--- config.mk ---
export PLATFORM = sky130hd
export DESIGN_NAME = utf8_stream_decoder_flat
export DESIGN_NICKNAME = d
export VERILOG_FILES = /design/src/hw/rtl/utf8d_pkg.sv /design/src/hw/rtl/utf8d_if.sv /design/src/hw/rtl/utf8d_step.sv /design/src/hw/rtl/utf8_stream_decoder.sv /design/src/flat_wrapper.sv
export SDC_FILE = /design/constraint.sdc
export NUM_CORES = 1
export LEC_CHECK = 0
export ABC_AREA = 1
export BUFFER_PORTS_ARGS = -buffer_cell sky130_fd_sc_hd__buf_4
export CELL_PAD_IN_SITES_DETAIL_PLACEMENT = 0
export CELL_PAD_IN_SITES_GLOBAL_PLACEMENT = 2
export CORE_AREA = 2 2 135 137
export DETAILED_ROUTE_END_ITERATION = 10
export DIE_AREA = 0 0 137 139
export GPL_ROUTABILITY_DRIVEN = 0
export PLACE_DENSITY_LB_ADDON = 0.1
export SETUP_SLACK_MARGIN = 0.15
export SYNTH_ARGS = -nofsm -noshare
export SYNTH_HDL_FRONTEND = slang
export SYNTH_SLANG_ARGS = --single-unit
--- constraint.sdc ---
create_clock -name clk -period 5.3 [get_ports clk]
set_input_delay 1.06 -clock clk [delete_from_list [all_inputs] [get_ports clk]]
set_output_delay 1.06 -clock clk [all_outputs]
set_load 0.03 [all_outputs]
--- src/hw/rtl/utf8d_pkg.sv ---
// Shared types, constants and decode helpers for the UTF-8 stream decoder.
`default_nettype none

package utf8d_pkg;

	localparam int INDEX_BITS = 16;

	localparam logic [15:0] IDX_LIMIT = (INDEX_BITS >= 16) ? 16'hFFFF :
		16'((33'd1 << INDEX_BITS) - 33'd1);

	localparam logic [7:0]  BOM_BYTE0 = 8'hEF;
	localparam logic [7:0]  BOM_BYTE1 = 8'hBB;
	localparam logic [7:0]  BOM_BYTE2 = 8'hBF;
	localparam logic [20:0] CP_MAX    = 21'h10FFFF;

	localparam int          PADDR_BITS   = 3;
	localparam logic [0:0]  REG_SKIP_BOM = 1'b0;

	typedef enum logic [1:0] {
		ST_OK        = 2'd0,
		ST_BAD_LEAD  = 2'd1,
		ST_TOO_BIG   = 2'd2,
		ST_TRUNCATED = 2'd3
	} status_t;

	typedef struct packed {
		logic [7:0] in_byte;
		logic       first_of_string;
		logic       last_of_string;
	} utf8d_byte_t;

	typedef struct packed {
		logic [20:0] code_point;
		logic [2:0]  seq_length;
		logic [15:0] char_index;
		logic [1:0]  status;
		logic        end_of_string;
	} utf8d_char_t;

	function automatic logic [2:0] lead_length(input logic [7:0] b);
		logic [2:0] len;
		begin
			len = 3'd0;
			if (b <= 8'h7F) begin
				len = 3'd1;
			end else if (b >= 8'hC2 && b <= 8'hDF) begin
				len = 3'd2;
			end else if (b >= 8'hE0 && b <= 8'hEF) begin
				len = 3'd3;
			end else if (b >= 8'hF0 && b <= 8'hF4) begin
				len = 3'd4;
			end
			return len;
		end
	endfunction

	function automatic logic [7:0] lead_mask(input logic [2:0] len);
		logic [7:0] m;
		begin
			m = 8'h07;
			if (len == 3'd2) begin
				m = 8'h1F;
			end else if (len == 3'd3) begin
				m = 8'h0F;
			end
			return m;
		end
	endfunction

endpackage

`default_nettype wire

--- src/hw/rtl/utf8d_if.sv ---
// Word channel interfaces for the byte input and the code point output.
`default_nettype none

interface utf8d_byte_if;
	logic       valid;
	logic       ready;
	logic [7:0] in_byte;
	logic       first_of_string;
	logic       last_of_string;

	modport source (output valid, output in_byte, output first_of_string,
		output last_of_string, input ready);
	modport sink (input valid, input in_byte, input first_of_string,
		input last_of_string, output ready);
endinterface

interface utf8d_char_if;
	logic        valid;
	logic        ready;
	logic [20:0] code_point;
	logic [2:0]  seq_length;
	logic [15:0] char_index;
	logic [1:0]  status;
	logic        end_of_string;

	modport source (output valid, output code_point, output seq_length,
		output char_index, output status, output end_of_string, input ready);
	modport sink (input valid, input code_point, input seq_length,
		input char_index, input status, input end_of_string, output ready);
endinterface

`default_nettype wire

--- src/hw/rtl/utf8d_step.sv ---
// Decoder state and the combinational decode of one registered byte.
`default_nettype none

module utf8d_step
	import utf8d_pkg::*;
(
	input  wire logic        clk,
	input  wire logic        arst_n,
	input  wire logic        advance,
	input  wire utf8d_byte_t item,
	input  wire logic        skip_bom,
	output logic             has_result,
	output utf8d_char_t      result
);

	logic [20:0] partial_q;
	logic [1:0]  left_q;
	logic [2:0]  seq_len_q;
	logic        bom_q;
	logic [15:0] count_q;
	logic        failed_q;

	logic [20:0] pc, n_pc, joined;
	logic [1:0]  bl, n_bl, bl_dec;
	logic [2:0]  sl, n_sl, len, pos;
	logic        bc, n_bc, bc_dec;
	logic [15:0] cc, n_cc, cc_bump;
	logic        sf, n_sf;
	logic [7:0]  want;

	always_comb begin
		pc = item.first_of_string ? '0 : partial_q;
		bl = item.first_of_string ? '0 : left_q;
		sl = item.first_of_string ? '0 : seq_len_q;
		bc = item.first_of_string ? 1'b0 : bom_q;
		cc = item.first_of_string ? '0 : count_q;
		sf = item.first_of_string ? 1'b0 : failed_q;

		cc_bump = (cc < IDX_LIMIT) ? cc + 16'd1 : cc;
		len     = lead_length(item.in_byte);
		joined  = {pc[14:0], item.in_byte[5:0]};
		pos     = sl - {1'b0, bl};
		want    = (pos == 3'd1) ? BOM_BYTE1 : BOM_BYTE2;
		bc_dec  = bc && (item.in_byte == want);
		bl_dec  = bl - 2'd1;

		n_pc = pc;
		n_bl = bl;
		n_sl = sl;
		n_bc = bc;
		n_cc = cc;
		n_sf = sf;

		has_result              = 1'b0;
		result.code_point       = '0;
		result.seq_length       = '0;
		result.char_index       = cc;
		result.status           = ST_OK;
		result.end_of_string    = item.last_of_string;

		if (!sf) begin
			if (bl == 2'd0) begin
				if (len == 3'd0) begin
					has_result    = 1'b1;
					result.status = ST_BAD_LEAD;
					n_sf          = 1'b1;
				end else if (len == 3'd1) begin
					has_result        = 1'b1;
					result.code_point = {13'd0, item.in_byte};
					result.seq_length = 3'd1;
					n_cc              = cc_bump;
				end else if (item.last_of_string) begin
					has_result    = 1'b1;
					result.status = ST_TRUNCATED;
					n_pc          = '0;
					n_bl          = '0;
					n_sl          = '0;
					n_bc          = 1'b0;
					n_sf          = 1'b1;
				end else begin
					n_pc = {13'd0, item.in_byte & lead_mask(len)};
					n_bl = 2'(len - 3'd1);
					n_sl = len;
					n_bc = item.first_of_string && skip_bom && (item.in_byte == BOM_BYTE0);
				end
			end else begin
				if (bl_dec == 2'd0) begin
					n_pc = '0;
					n_bl = '0;
					n_sl = '0;
					n_bc = 1'b0;
					if (!bc_dec) begin
						has_result = 1'b1;
						if (joined > CP_MAX) begin
							result.status = ST_TOO_BIG;
							n_sf          = 1'b1;
						end else begin
							result.code_point = joined;
							result.seq_length = sl;
							n_cc              = cc_bump;
						end
					end
				end else if (item.last_of_string) begin
					has_result    = 1'b1;
					result.status = ST_TRUNCATED;
					n_pc          = '0;
					n_bl          = '0;
					n_sl          = '0;
					n_bc          = 1'b0;
					n_sf          = 1'b1;
				end else begin
					n_pc = joined;
					n_bl = bl_dec;
					n_bc = bc_dec;
				end
			end
		end
	end

	always_ff @(posedge clk or negedge arst_n) begin
		if (!arst_n) begin
			partial_q <= '0;
			left_q    <= '0;
			seq_len_q <= '0;
			bom_q     <= 1'b0;
			count_q   <= '0;
			failed_q  <= 1'b0;
		end else if (advance) begin
			partial_q <= n_pc;
			left_q    <= n_bl;
			seq_len_q <= n_sl;
			bom_q     <= n_bc;
			count_q   <= n_cc;
			failed_q  <= n_sf;
		end
	end

endmodule

`default_nettype wire

--- src/hw/rtl/utf8_stream_decoder.sv ---
// Top level: input register, decode step, result register and register port.
// A byte is taken into the input register, decoded combinationally, and its result word is registered.
// Throughput: one byte per cycle while the result register is free or the byte yields no word.
// A stalled result register holds its word while the next byte is decoded.
// Reset clears all valid flags and decode state and sets skip_bom to one.
`default_nettype none

module utf8_stream_decoder
	import utf8d_pkg::*;
(
	input  wire logic                  clk,
	input  wire logic                  arst_n,
	input  wire logic                  psel,
	input  wire logic                  penable,
	input  wire logic                  pwrite,
	input  wire logic [PADDR_BITS-1:0] paddr,
	input  wire logic [31:0]           pwdata,
	output logic      [31:0]           prdata,
	output logic                       pready,
	utf8d_byte_if.sink                 text,
	utf8d_char_if.source               chars
);

	logic        skip_bom_q;
	logic        valid_s1;
	utf8d_byte_t item_s1;
	logic        out_valid_q;
	utf8d_char_t result_q;
	logic        has_result;
	utf8d_char_t result;
	logic        out_free;
	logic        advance;
	logic        reg_hit;

	assign pready  = 1'b1;
	assign reg_hit = (paddr[PADDR_BITS-1:2] == REG_SKIP_BOM);
	assign prdata  = reg_hit ? {31'd0, skip_bom_q} : 32'd0;

	always_ff @(posedge clk or negedge arst_n) begin
		if (!arst_n) begin
			skip_bom_q <= 1'b1;
		end else if (psel && penable && pwrite && reg_hit) begin
			skip_bom_q <= pwdata[0];
		end
	end

	assign out_free   = !out_valid_q || chars.ready;
	assign advance    = valid_s1 && (!has_result || out_free);
	assign text.ready = !valid_s1 || advance;

	always_ff @(posedge clk or negedge arst_n) begin
		if (!arst_n) begin
			valid_s1 <= 1'b0;
		end else if (text.ready) begin
			valid_s1 <= text.valid;
		end
	end

	always_ff @(posedge clk) begin
		if (text.ready && text.valid) begin
			item_s1.in_byte         <= text.in_byte;
			item_s1.first_of_string <= text.first_of_string;
			item_s1.last_of_string  <= text.last_of_string;
		end
	end

	utf8d_step u_step (
		.clk        (clk),
		.arst_n     (arst_n),
		.advance    (advance),
		.item       (item_s1),
		.skip_bom   (skip_bom_q),
		.has_result (has_result),
		.result     (result)
	);

	always_ff @(posedge clk or negedge arst_n) begin
		if (!arst_n) begin
			out_valid_q <= 1'b0;
		end else if (advance && has_result) begin
			out_valid_q <= 1'b1;
		end else if (chars.ready) begin
			out_valid_q <= 1'b0;
		end
	end

	always_ff @(posedge clk) begin
		if (advance && has_result) begin
			result_q <= result;
		end
	end

	assign chars.valid         = out_valid_q;
	assign chars.code_point    = result_q.code_point;
	assign chars.seq_length    = result_q.seq_length;
	assign chars.char_index    = result_q.char_index;
	assign chars.status        = result_q.status;
	assign chars.end_of_string = result_q.end_of_string;

endmodule

`default_nettype wire

--- src/flat_wrapper.sv ---
// flat-port wrapper written by rule: the top's interface ports become plain ports
module utf8_stream_decoder_flat import utf8d_pkg::*;
  (clk, arst_n, psel, penable, pwrite, paddr, pwdata, prdata, pready, text_valid, text_in_byte, text_first_of_string, text_last_of_string, text_ready, chars_valid, chars_code_point, chars_seq_length, chars_char_index, chars_status, chars_end_of_string, chars_ready);
  utf8d_byte_if text_i ();
  utf8d_char_if chars_i ();
  input  wire logic clk;
  input  wire logic arst_n;
  input  wire logic psel;
  input  wire logic penable;
  input  wire logic pwrite;
  input  wire logic [PADDR_BITS-1:0] paddr;
  input  wire logic [31:0] pwdata;
  output logic      [31:0] prdata;
  output logic pready;
  input wire logic [$bits(text_i.valid)-1:0] text_valid;
  input wire logic [$bits(text_i.in_byte)-1:0] text_in_byte;
  input wire logic [$bits(text_i.first_of_string)-1:0] text_first_of_string;
  input wire logic [$bits(text_i.last_of_string)-1:0] text_last_of_string;
  output wire logic [$bits(text_i.ready)-1:0] text_ready;
  output wire logic [$bits(chars_i.valid)-1:0] chars_valid;
  output wire logic [$bits(chars_i.code_point)-1:0] chars_code_point;
  output wire logic [$bits(chars_i.seq_length)-1:0] chars_seq_length;
  output wire logic [$bits(chars_i.char_index)-1:0] chars_char_index;
  output wire logic [$bits(chars_i.status)-1:0] chars_status;
  output wire logic [$bits(chars_i.end_of_string)-1:0] chars_end_of_string;
  input wire logic [$bits(chars_i.ready)-1:0] chars_ready;
  assign text_i.valid = text_valid;
  assign text_i.in_byte = text_in_byte;
  assign text_i.first_of_string = text_first_of_string;
  assign text_i.last_of_string = text_last_of_string;
  assign text_ready = text_i.ready;
  assign chars_valid = chars_i.valid;
  assign chars_code_point = chars_i.code_point;
  assign chars_seq_length = chars_i.seq_length;
  assign chars_char_index = chars_i.char_index;
  assign chars_status = chars_i.status;
  assign chars_end_of_string = chars_i.end_of_string;
  assign chars_i.ready = chars_ready;
  utf8_stream_decoder u_core (.clk(clk), .arst_n(arst_n), .psel(psel), .penable(penable), .pwrite(pwrite), .paddr(paddr), .pwdata(pwdata), .prdata(prdata), .pready(pready), .text(text_i), .chars(chars_i));
endmodule
# After elaboration in Yosys (flattened, before gate mapping)
# Cells that the tools add are included.
[word_totals]
register_bits = 100
latch_bits = 0
ramBits = 0
mem_bits_ro = 0
in_bits = 52
output_inout_bits = 78
wordCells = 144
n_memories = 0
[op_classes]
addsub = 4
mul = 0
n_div = 0
order_cmp = 9
n_eq_ne = 6
shifts = 0
mux = 84
n_bitwise = 2
n_reduce_logical = 22
[op_table]
columns = ["operator", "n"]
rows = [
  ["$mux W21", 7],
  ["$mux W16", 9],
  ["$mux W24", 4],
  ["$mux W8", 6],
  ["$mux W3", 13],
  ["$mux W2", 15],
  ["$mux W1", 26],
  ["$ge A8 B8 Y1 const B", 3],
  ["$le A8 B8 Y1 const B", 3],
  ["$mux W11", 2],
  ["$gt A21 B21 Y1 const B", 1],
  ["$add A16 B1 Y16 const B", 1],
  ["$lt A16 B16 Y1 const B", 1],
  ["$logic_and A1 B1 Y1", 12],
  ["$and A8 B8 Y8", 1],
  ["$eq A8 B8 Y1", 1],
  ["$eq A8 B8 Y1 const B", 1],
  ["$le A8 B7 Y1 const B", 1],
  ["$eq A3 B1 Y1 const B", 2],
  ["$eq A3 B2 Y1 const B", 2],
  ["$mux W5", 1],
  ["$logic_not A2 Y1", 2],
  ["$mux W4", 1],
  ["$sub A2 B1 Y2 const B", 2],
  ["other kinds (6)", 10],
]

# Longest topological paths before layout
# Gate-level depths: netlist of run 1.
[logic_depth]
depth_word = 20
depth_mapped = 19
depth_no_buf = 18

# By module
# From an unflattened synthesis of run 1, not the netlist that was laid out.
[unflattened]
hier_cells = 632
area_unflattened_um2 = 5216.3
[by_module_without_submodules]
columns = ["module", "instances", "cells_each", "area_each_um2", "seq_area_each_um2"]
rows = [
  ["utf8d_step", 1, 519, 3201.8, 950.9],
  ["utf8_stream_decoder", 1, 113, 2014.4, 1667.8],
]

# Least setup slack after synthesis of run 1
# Ideal clock, no wire load.
[synth_timing]
path_type = "register -> register"
from = "register u_core.item_s1[1] (netlist name)"
to = "register u_core.result_q, in the netlist u_core.chars.char_index[0], enable pin"
setup_ns = 0.397
arrival_ns = 3.435
required_time_ns = 4.903
slack_ns = 1.468
stages_incl_launch_ff = 18
n_path_buf = 2
period_less_slack_ns = 3.832
path_cell_list = "edfxtp_1 buf_6 clkbuf_1 nor2_1 ha_1 fa_1 inv_1 nor2_1 nand3_1 nand2_1 nand3_2 nand2_2 nand3_2 nand3_2 nand2_4 inv_4 nand3_1 inv_1"
[synth_between]
elab_chain_len = 14
word_cells_on_any_way = 20
classes_between = "add/sub (2); eq/ne (2); mux (9); reduce/logical (7)"
[synth_lines]
columns = ["item", "line_no", "rtl"]
rows = [
  ["from (decl)", "utf8_stream_decoder.sv:26", "utf8d_byte_t item_s1;"],
  ["$mux W3 or $mux W2 (tied branches)", "utf8d_step.sv:34, utf8d_step.sv:33", ""],
  ["$sub A3 B2 Y3", "utf8d_step.sv:42", "pos = sl - {1'b0, bl};"],
  ["$eq A3 B1 Y1", "utf8d_step.sv:43", "want = (pos == 3'd1) ? BOM_BYTE1 : BOM_BYTE2;"],
  ["$mux W3", "utf8d_step.sv:43", ""],
  ["$eq A8 B8 Y1", "utf8d_step.sv:44", "bc_dec = bc && (item.in_byte == want);"],
  ["$logic_and A1 B1 Y1", "utf8d_step.sv:44", ""],
  ["$mux W1", "utf8d_step.sv:92", "if (!bc_dec) begin"],
  ["$mux W1", "utf8d_step.sv:87", "if (bl_dec == 2'd0) begin"],
  ["$mux W1", "utf8d_step.sv:62", "if (bl == 2'd0) begin"],
  ["$mux W1 *", "utf8d_step.sv:61", "if (!sf) begin"],
  ["$logic_not A1 Y1", "utf8_stream_decoder.sv:48", "assign advance = valid_s1 && (!has_result || out_free);"],
  ["$logic_or A1 B1 Y1", "utf8_stream_decoder.sv:48", ""],
  ["$logic_and A1 B1 Y1", "utf8_stream_decoder.sv:48", ""],
  ["$logic_and A1 B1 Y1 *", "utf8_stream_decoder.sv:88", "if (advance && has_result) begin"],
  ["to (signal assigned)", "utf8_stream_decoder.sv:89", "result_q <= result;"],
  ["to (decl)", "utf8_stream_decoder.sv:28", "utf8d_char_t result_q;"],
]
# Every way passes the cells marked *; elsewhere a longest branch is shown, timed or not.
# A chain may end at the register's enable or synchronous reset.

# Final worst setup path of run 1
[layout_timing]
from = "register u_core.item_s1[1] (netlist name)"
to = "output port text_ready"
[layout_between]
elab_chain_len = 14
word_cells_on_any_way = 20
classes_between = "add/sub (2); eq/ne (2); mux (9); reduce/logical (7)"
[layout_lines]
columns = ["item", "line_no", "rtl"]
rows = [
  ["$mux W3 or $mux W2 (tied branches)", "utf8d_step.sv:34, utf8d_step.sv:33", ""],
  ["$sub A3 B2 Y3", "utf8d_step.sv:42", ""],
  ["$eq A3 B1 Y1", "utf8d_step.sv:43", ""],
  ["$mux W3", "utf8d_step.sv:43", ""],
  ["$eq A8 B8 Y1", "utf8d_step.sv:44", ""],
  ["$logic_and A1 B1 Y1", "utf8d_step.sv:44", ""],
  ["$mux W1", "utf8d_step.sv:92", ""],
  ["$mux W1", "utf8d_step.sv:87", ""],
  ["$mux W1", "utf8d_step.sv:62", ""],
  ["$mux W1 *", "utf8d_step.sv:61", ""],
  ["$logic_not A1 Y1 *", "utf8_stream_decoder.sv:48", ""],
  ["$logic_or A1 B1 Y1 *", "utf8_stream_decoder.sv:48", ""],
  ["$logic_and A1 B1 Y1 *", "utf8_stream_decoder.sv:48", ""],
  ["$logic_or A1 B1 Y1 *", "utf8_stream_decoder.sv:49", "assign text.ready = !valid_s1 || advance;"],
  ["to (decl)", "flat_wrapper.sv:19", "output wire logic [$bits(text_i.ready)-1:0] text_ready;"],
]
# Marked as above.

==> impl_metrics.tcl, run 1 <==
set metrics [dict create \
    regToRegSetupSlack_ns 1.04 \
    firstDrtPassIters 4 \
    multi_input_area_um2 2170 \
    place_ws_ns 1.03 \
    grt_max_degree 42 \
    h-tree-depth 3 \
    synth-adder-area-share_pct 1.30 \
    relSlewSlack_pct 38.7 \
    seq_area_um2 2620 \
    rsz0062_at_grt "no" \
    n_antenna_cell 0 \
    dpl.hpwl_um 10500 \
    vias 4372 \
    min_path_cells 2 \
    worstSetupPathType "reg -> out" \
    worst_setup_path_start_kind "flip-flop" \
    synth_top_cell_area_share_pct 29.5 \
    tns_ns 0 \
    ioPinCount 130 \
    cts-root-buf "clkbuf_16" \
    worst_pin_slew_ns 0.918 \
    wl_per_cell_um 15.0 \
    syn2layout_area_growth_pct 15.6 \
    drc 0 \
    grt_pass1_vias 4173 \
    synthSimpleGateAreaFrac_pct 26.4 \
    worstHoldEndpoint "u_core.u_step.count_q[11]$_DFFE_PN0P_" \
    dieHeight_um 139 \
    synth.avg_cell_area_um2 8.02 \
    synth-seq-area-share_pct 48.5 \
    grt_use_total_pct 16.3 \
    die_x_um 137 \
    yosys_warnings 0 \
    setup-violations-final 0 \
    cts_made_buffers 9 \
    r2r_start "u_core.item_s1[1]$_DFFE_PP_" \
    worstHoldStart "u_core.u_step.count_q[11]$_DFFE_PN0P_" \
    finClkSkew_ns 0.0119 \
    antenna_found_initial 0 \
    drv_cap 0 \
    cts_hold_buf 0 \
    drtIter0Drc 237 \
    crit_fanout 10 \
    cts.repair.resized 0 \
    cts_num_sinks 94 \
    routed_wl_um 14500 \
    avgViaCountPerCell 4.52 \
    core_area_um2 17700 \
    finalPower_uw 2560 \
    yosysTopAreaCell "edfxtp_1" \
    ys_seq_elements 94 \
    fmax_mhz 228 \
    drive_above_1_share_pct 15.9 \
    fillCellCount 1905 \
    p_per_area_nw_per_um2 410 \
    synthCells 673 \
    overflow 0 \
    finalCritPeriodShare_pct 82.9 \
    r2r_cells 17 \
    dieArea_um2 19000 \
    status "finished, final reports clean" \
    synth_compound_area_share_pct 9.55 \
    initial_core_util_pct 30.6 \
    synth.distinct_cells 39 \
    report.final.slew_viol_count 0 \
    synth_top_family_by_area "simple AND/OR/NAND/NOR gates" \
    clock_latency_ns 0.35 \
    rows 49 \
    grt_pass1_wl_um 23600 \
    layout.nets 790 \
    synth_xor_area_share_pct 0.649 \
    critPathRequiredTime_ns 4.24 \
    post_cts_buffers 0 \
    cp-end-kind "primary output" \
    hp-class "reg -> reg" \
    finalHoldViolations 0 \
    p_leak_uw 0.00276 \
    muxShareOfSynthArea_pct 0 \
    clkTransAtPathRegs_ns 0.06 \
    setup_ws_ns 0.908 \
    yosys-top-cells-area "edfxtp_1 29%, dfrtp_1 19%, nand2_1 11%" \
    antenna_left 0 \
    cts_buffer_depth 2 \
    peakVddDrop_mv 0.187 \
    crit_arrival_ns 3.33 \
    period_needed_ns 4.39 \
    postLayoutCoreUtil_pct 35.3 \
    syn_area_um2 5400 \
    r2r_end "u_core.chars.code_point[17]$_SDFFCE_PP0P_" \
    io_buffer_count 64 \
    cts_tree "yes" \
]
-- flip-flops by register name (all words and copies together), names as in the netlist --
signal and cells:
u_core.u_step.seq_len_q 3, u_core.u_step.left_q 2, u_core.u_step.bom_q 1, u_core.chars.valid 1, u_core.chars.end_of_string 1, u_core.item_s1 10
u_core.u_step.partial_q 15, u_core.skip_bom_q 1, u_core.chars.char_index 16, u_core.chars.code_point 21, u_core.chars.seq_length 3, u_core.u_step.count_q 16
u_core.u_step.failed_q 1, u_core.chars.status 2, u_core.valid_s1 1
-- worst max path at each step --
| stage | startpoint | to | depth (start not counted) | slack [ns] |
|---|---|---|---|---|
| floorplan | u_core.item_s1[1]$_DFFE_PP_ | u_core.chars.char_index[0]$_DFFE_PP_ | 17 | 1.47 |
| global placement | u_core.item_s1[1]$_DFFE_PP_ | u_core.chars.code_point[11]$_SDFFCE_PP0P_ | 17 | 1.08 |
| detailed placement | u_core.item_s1[1]$_DFFE_PP_ | u_core.chars.code_point[11]$_SDFFCE_PP0P_ | 17 | 1.03 |
| CTS | u_core.item_s1[1]$_DFFE_PP_ | text_ready | 14 | 0.92 |
| global route | u_core.item_s1[1]$_DFFE_PP_ | text_ready | 14 | 0.71 |
| finish | u_core.item_s1[1]$_DFFE_PP_ | text_ready | 14 | 0.91 |
-- cells by family (layout without fill, tap and decap cells) --
kind of cell | Yosys count | count (layout)
adders and majority gates | 5 | 5
xor gates and xnor gates | 4 | 4
AOI/OAI and AO/OA | 90 | 90
buffers and inverters | 148 | 183
and+or+nand+nor | 330 | 330
DFF | 94 | 94
other | 2 | 32
-- per-layer routing --
layer	track usage (%)	routed length (um)	part of all wire, %
met1	23.7	7210	50
met5	0	0	0
met3	4.02	719	5.0
met4	3.74	159	1.1
met2	24.2	6410	44
-- layout by cell type, fill, tap and decap left out, types with 5 or more instances in the layout --
cell	count
nand3_2	7
nand3_1	28
o21ai_1	9
nand2_1	164
o211ai_1	5
edfxtp_1	53
a21oi_1	21
inv_1	92
clkbuf_16	9
o21ai_0	37
nor3_1	12
nor2_1	94
dfrtp_1	40
nand4_1	10
conb_1	32
buf_4	69
o21ai_2	6
-- stage by stage --
step / cells / hold slack [ns] / cell area, um^2
after floorplan: 703 / 0.421 / 5510
after global placement: 951 / 0.459 / 5980
after detailed placement: 951 / 0.462 / 5980
after CTS: 967 / 0.479 / 6240
after global routing: 967 / 0.513 / 6240
final: 967 / 0.472 / 6240
-- power breakdown --
| part | switching (uW) | internal, uW |
|---|---|---|
| registers | 59.1 | 953 |
| logic | 695 | 254 |
| clock network | 276 | 318 |
| total | 1030 | 1530 |
-- layout make-up --
cell class / count / area share (%)
Inverter: 97 / 5.88
Clock buffer: 12 / 3.79
Sequential cell: 94 / 42.0
Multi-Input combinational cell: 461 / 34.7
Clock inverter: 4 / 0.421
Tap cell: 229 / 4.59
Timing Repair Buffer: 70 / 8.62
-- cells in the mapped netlist (all sizes together) --
library cell  count
nand2           170
nor2            100
inv              97
edfxtp           53
o21ai            52
buf              46
dfrtp            40
nand3            35
a21oi            22
nor3             13
nand4            10
clkbuf            5
o211ai            5
a22oi             4
ha                4
xor2              3
conb              2
o21bai            2
o22ai             2
o32ai             2
a31oi             1
dfstp             1
fa                1
nand3b            1
or2               1
xnor2             1
-- critical path: stages, from the launching register on --
cell and delay (ns):
edfxtp_1 0.63, nor2_1 0.32, inv_1 0.10, ha_1 0.23, fa_1 0.54, inv_1 0.04
nor2_1 0.12, nand4_1 0.17, nand3_2 0.15, nand2_2 0.07, nand3_2 0.09, nand3_2 0.13
nor2_1 0.16, inv_1 0.07, buf_4 0.17
Power figures use the tool's default switching activity.
==> run 2: changes to the inputs <==
ABC_AREA = 0   (was 1)
CORE_AREA = 2 2 129 131   (was 2 2 135 137)
DIE_AREA = 0 0 131 133   (was 0 0 137 139)
clock period = 3.63 ns   (was 5.3 ns; I/O delays follow)
==> impl_metrics.tcl, run 2 <==
set metrics [dict create \
    synthCells 407 \
    finalHoldViolations 0 \
    final_cell_area_um2 5730 \
    p_per_area_nw_per_um2 663 \
    dpl.hpwl_um 8290 \
    layout_commonest_cell "buf_4" \
    avgViaCountPerCell 4.81 \
    seq_area_um2 2620 \
    multi_input_area_um2 1930 \
    regToRegSetupSlack_ns 0.44 \
    setup-violations-final 0 \
    critPathMaxStageDelay_ns 0.54 \
    peakVddDrop_mv 0.275 \
    dieArea_um2 17400 \
    syn2layout_area_growth_pct 21.8 \
    drv_cap 0 \
    crit_fanout 5 \
    cts_buffer_depth 2 \
    die_x_um 131 \
    routed_wl_um 11800 \
    report.final.slew_viol_count 0 \
    grt_use_total_pct 14.5 \
    synth-seq-area-share_pct 55.6 \
    largest_reg_flops 21 \
    ioPinCount 130 \
    fillCellCount 1654 \
    crit_slowest_cell "fa_1" \
    clkTransAtPathRegs_ns 0.07 \
    worstSetupPathType "reg -> out" \
    synth_top_cell_area_share_pct 33.8 \
    core_area_um2 16200 \
    timing.hold.ws_ns 0.377 \
    drtIter0Drc 197 \
    worst_setup_path_start_kind "flip-flop" \
    grt_pass1_wl_um 19200 \
    syn_area_um2 4710 \
    synth-edff-count 53 \
    yosys_warnings 0 \
    synth.distinct_cells 70 \
    cp-end-kind "primary output" \
    cts_hold_buf 0 \
    clock_latency_ns 0.35 \
    grt_max_degree 42 \
    hp-class "in -> async" \
    critPathRequiredTime_ns 2.90 \
    r2r_end "u_core.u_step.count_q[5]$_DFFE_PN0P_" \
    synth.avg_cell_area_um2 11.6 \
    dieHeight_um 133 \
    setup_ws_ns 0.307 \
    path_cells "inv_2 -> nand2_1 -> ha_2 -> fa_1 -> nor2b_4 -> a21boi_1 -> o21ai_4 -> nand4_1 -> buf_6" \
    initial_core_util_pct 29.1 \
    ys_top_cells_by_count "53 x edfxtp_1, 40 x dfrtp_1, 32 x buf_4" \
    firstDrtPassIters 4 \
    relSlewSlack_pct 48.0 \
    status "finished, final reports clean" \
    grt_pass1_vias 3364 \
    rsz0062_at_grt "no" \
    p_leak_uw 0.00233 \
    r2r_start "u_core.item_s1[1]$_DFFE_PP_" \
    layout.nets 539 \
    rows 47 \
    finalCritPeriodShare_pct 91.5 \
    io_buffer_count 64 \
    r2r_cells 11 \
    crit_arrival_ns 2.60 \
    antenna_found_initial 0 \
    vias 3403 \
    cts_made_buffers 9 \
    mostFrequentLayoutCells "79 x buf_4, 53 x edfxtp_1, 40 x dfrtp_1" \
    worst_pin_slew_ns 0.780 \
    placed_cell_area_um2 5420 \
    period_needed_ns 3.32 \
    h-tree-depth 3 \
    tns_ns 0 \
    antenna_left 0 \
    synth_flop_cell "edfxtp_1" \
    ys_seq_elements 94 \
    place_ws_ns 0.388 \
    finClkSkew_ns 0.00971 \
    cts_num_sinks 94 \
    overflow 0 \
    fmax_mhz 301 \
    drc 0 \
    drive_above_1_share_pct 25.1 \
    yosysTopAreaCell "edfxtp_1" \
    cts-root-buf "clkbuf_16" \
    yosys-top-cells-area "edfxtp_1 34%, dfrtp_1 21%, buf_4 5.1%" \
    n_antenna_cell 0 \
    cts_tree "yes" \
    synth.most_common_cell "edfxtp_1" \
    wl_per_cell_um 16.7 \
    ys_async_sr_fraction_pct 43.6 \
]
run 2: repair_timing:
item,CTS,global route
pin swaps,0,3
setup buffers,0,2
setup endpoints to repair,1,5
gates resized for setup,1,3
run 2: worst max path at each step:
stage / start / to / cells after the start
after floorplan: u_core.item_s1[1]$_DFFE_PP_ / u_core.chars.char_index[0]$_DFFE_PP_ / 12
after global placement: u_core.item_s1[1]$_DFFE_PP_ / u_core.u_step.count_q[4]$_DFFE_PN0P_ / 10
after detailed placement: u_core.item_s1[1]$_DFFE_PP_ / u_core.u_step.count_q[5]$_DFFE_PN0P_ / 10
after CTS: u_core.item_s1[1]$_DFFE_PP_ / text_ready / 9
after global routing: u_core.item_s1[1]$_DFFE_PP_ / text_ready / 9
final: u_core.item_s1[1]$_DFFE_PP_ / text_ready / 9
run 2: cell type report:
class	count	share of cell area, %
multi-input combinational	289	33.6
clock inverter	6	0.895
inverter	8	0.524
clock buffer	10	3.99
sequential	94	45.7
tap	220	4.80
timing repair buffer	80	10.5
run 2: logic make-up (layout without fill, tap and decap cells):
logic type	count (synthesis)	after routing	share of synthesized area [%]
simple gates	164	164	21.1
flops	94	94	55.6
compound gates	85	85	14.0
buf+inv	54	104	6.99
fa+ha+maj	5	5	1.49
other cells	2	32	0.160
mux	2	2	0.478
xor+xnor	1	1	0.186
run 2: power by group:
part           switching, uW  leakage (uW)  internal (uW)
sequential               172       0.00106           1420
clock                    438      0.000134            476
combinational            842       0.00114            447
total                   1450       0.00233           2350
run 2: critical path: cells and delay by family, from the launching register on:
family | cells | cell delay, ns
adder cells (fa/ha/maj) | 2 | 0.74
AND/OR/NAND/NOR | 3 | 0.46
flip-flops | 1 | 0.40
AO/OA/AOI/OAI | 2 | 0.35
buffers and inverters | 2 | 0.29
run 2: layer usage:
metal	wire length, um	track usage [%]
met5	0	0
met4	129	5.32
met3	519	2.43
met2	5270	21.1
met1	5860	21.4
run 2: stage by stage:
step	utilization [%]	instances	power, uW
global route	35.5	707	4030
detailed placement	33.5	689	2910
floorplan	-	437	2460
finish	35.5	707	3800
CTS	35.3	705	3840
global placement	33.5	689	2900
==> run 3: changes to the inputs <==
==> constraint.sdc (replaced) <==
create_clock -name clk -period 3.63 [get_ports clk]
set_input_delay 0.726 -clock clk [delete_from_list [all_inputs] [get_ports clk]]
set_output_delay 0.726 -clock clk [all_outputs]
set_load 0.01 [all_outputs]
==> impl_metrics.tcl, run 3 (synthesized netlist as in run 2, its figures left out) <==
set metrics [dict create \
    status "finished, final reports clean" \
    tns_ns 0 \
    grt_max_degree 42 \
    peakVddDrop_mv 0.277 \
    crit_arrival_ns 2.72 \
    drtIter0Drc 264 \
    cts_hold_buf 0 \
    io_buffer_count 64 \
    placed_cell_area_um2 5430 \
    critPathMaxStageDelay_ns 0.46 \
    p_sw_uw 1230 \
    swShare_pct 32.6 \
    clkTransAtPathRegs_ns 0.07 \
    layout_commonest_cell "buf_4" \
    avgViaCountPerCell 4.83 \
    timing.hold.ws_ns 0.386 \
    vias 3410 \
    p_leak_uw 0.00236 \
    fillCellCount 1627 \
    path_cells "inv_2 -> nand2_1 -> ha_2 -> fa_1 -> xnor2_2 -> and3b_1 -> o21ai_4 -> nand4_1 -> buf_4" \
    worst_setup_path_start_kind "flip-flop" \
    met2_wirelength_um 5230 \
    finalCritPeriodShare_pct 95.0 \
    cts_made_buffers 9 \
    syn2layout_area_growth_pct 22.8 \
    cts_num_sinks 94 \
    crit_fanout 6 \
    hp-class "in -> async" \
    clkPwrFrac_pct 29.1 \
    seq_power_share_pct 42.3 \
    grt_pass1_vias 3375 \
    worst_pin_slew_ns 0.766 \
    grt_pass1_wl_um 19400 \
    drv_cap 0 \
    layout.nets 538 \
    antenna_left 0 \
    finalHoldViolations 0 \
    finClkSkew_ns 0.00839 \
    routed_wl_um 12100 \
    drc 0 \
    core_area_um2 16200 \
    mostFrequentLayoutCells "79 x buf_4, 53 x edfxtp_1, 40 x dfrtp_1" \
    rows 47 \
    post_cts_buffers 0 \
    p_per_area_nw_per_um2 652 \
    overflow 0 \
    place_ws_ns 0.302 \
    ioPinCount 130 \
    wl_per_cell_um 17.1 \
    met3_wirelength_um 553 \
    antenna_found_initial 0 \
    seq_area_um2 2620 \
    crit_slowest_cell "fa_1" \
    wl_met1_um 6080 \
    relSlewSlack_pct 48.9 \
    n_antenna_cell 0 \
    dieArea_um2 17400 \
    clock_latency_ns 0.35 \
    setup_ws_ns 0.181 \
    p_int_uw 2540 \
    period_needed_ns 3.45 \
    drive_above_1_share_pct 24.7 \
    highest_layer "met4" \
    dpl.hpwl_um 8500 \
    pwr-share-comb_pct 28.6 \
    setup-violations-final 0 \
    cts_tree "yes" \
    cp-end-kind "primary output" \
    dieHeight_um 133 \
    die_x_um 131 \
    initial_core_util_pct 29.1 \
    cts-root-buf "clkbuf_16" \
    rsz0062_at_grt "yes" \
    critPathRequiredTime_ns 2.90 \
    report.final.slew_viol_count 0 \
    grt_use_total_pct 14.7 \
    worstSetupPathType "reg -> out" \
    cts_buffer_depth 2 \
    postLayoutCoreUtil_pct 35.8 \
    multi_input_area_um2 1930 \
    fmax_mhz 290 \
    largest_reg_flops 21 \
    final_cell_area_um2 5780 \
    h-tree-depth 3 \
    firstDrtPassIters 4 \
]
-- run 3: timing repair --
action                                  4_1_cts  5_1_grt
gates resized for setup                       1        2
cloned                                        0        0
endpoints found under the setup margin        1        6
pin swaps                                     0        0
-- run 3: path summary, 6_finish.rpt --
kind,startpoint,endpoint,slack [ns],cells past startpoint
setup / recovery,u_core.item_s1[1]$_DFFE_PP_,text_ready,0.18,9
hold / removal,arst_n,u_core.u_step.partial_q[1]$_DFFE_PN0P_,0.39,1
setup reg to reg,u_core.item_s1[1]$_DFFE_PP_,u_core.chars.code_point[1]$_SDFFCE_PP0P_,0.45,11
hold reg to reg,u_core.u_step.left_q[0]$_DFFE_PN0P_,u_core.u_step.left_q[0]$_DFFE_PN0P_,0.49,2
max in group asynchronous,arst_n,u_core.u_step.count_q[12]$_DFFE_PN0P_,2.83,1
min in group clk,u_core.u_step.left_q[0]$_DFFE_PN0P_,u_core.u_step.left_q[0]$_DFFE_PN0P_,0.49,2
-- run 3: cell type report --
class / instances / share of cell area, %
Timing Repair Buffer: 79 / 10.3
Sequential cell: 94 / 45.3
Tap cell: 220 / 4.76
Clock buffer: 11 / 4.02
Inverter: 8 / 0.519
Clock inverter: 5 / 1.86
Multi-Input combinational cell: 289 / 33.3
-- run 3: metal layers --
| layer | vias to the layer above | GRT usage (%) |
|---|---|---|
| li1 | 1627 | - |
| met1 | 1659 | 22.0 |
| met2 | 113 | 20.9 |
| met3 | 11 | 2.59 |
| met4 | 0 | 6.09 |
| met5 | - | 0 |
-- run 3: power by group through the flow --
stage	clock (uW)	sequential, uW	combinational, uW
CTS	1130	1600	1080
global route	1160	1630	1190
floorplan	0	1630	610
detailed placement	0	1610	1080
global placement	0	1610	1070
finish	1100	1590	1080
-- run 3: worst max-delay path, delay by kind of cell (launching register included) --
kind | cells | cell delay, ns
xor+xnor | 1 | 0.18
flops | 1 | 0.40
simple gates | 3 | 0.55
compound gates | 1 | 0.26
buf+inv | 2 | 0.30
fa+ha+maj | 2 | 0.67
-- run 3: per-stage QoR --
step / cells / power, uW
2_1_floorplan: 437 / 2240
3_3_place_gp: 690 / 2680
3_5_place_dp: 690 / 2690
4_1_cts: 706 / 3810
5_1_grt: 706 / 3980
6_report: 706 / 3770
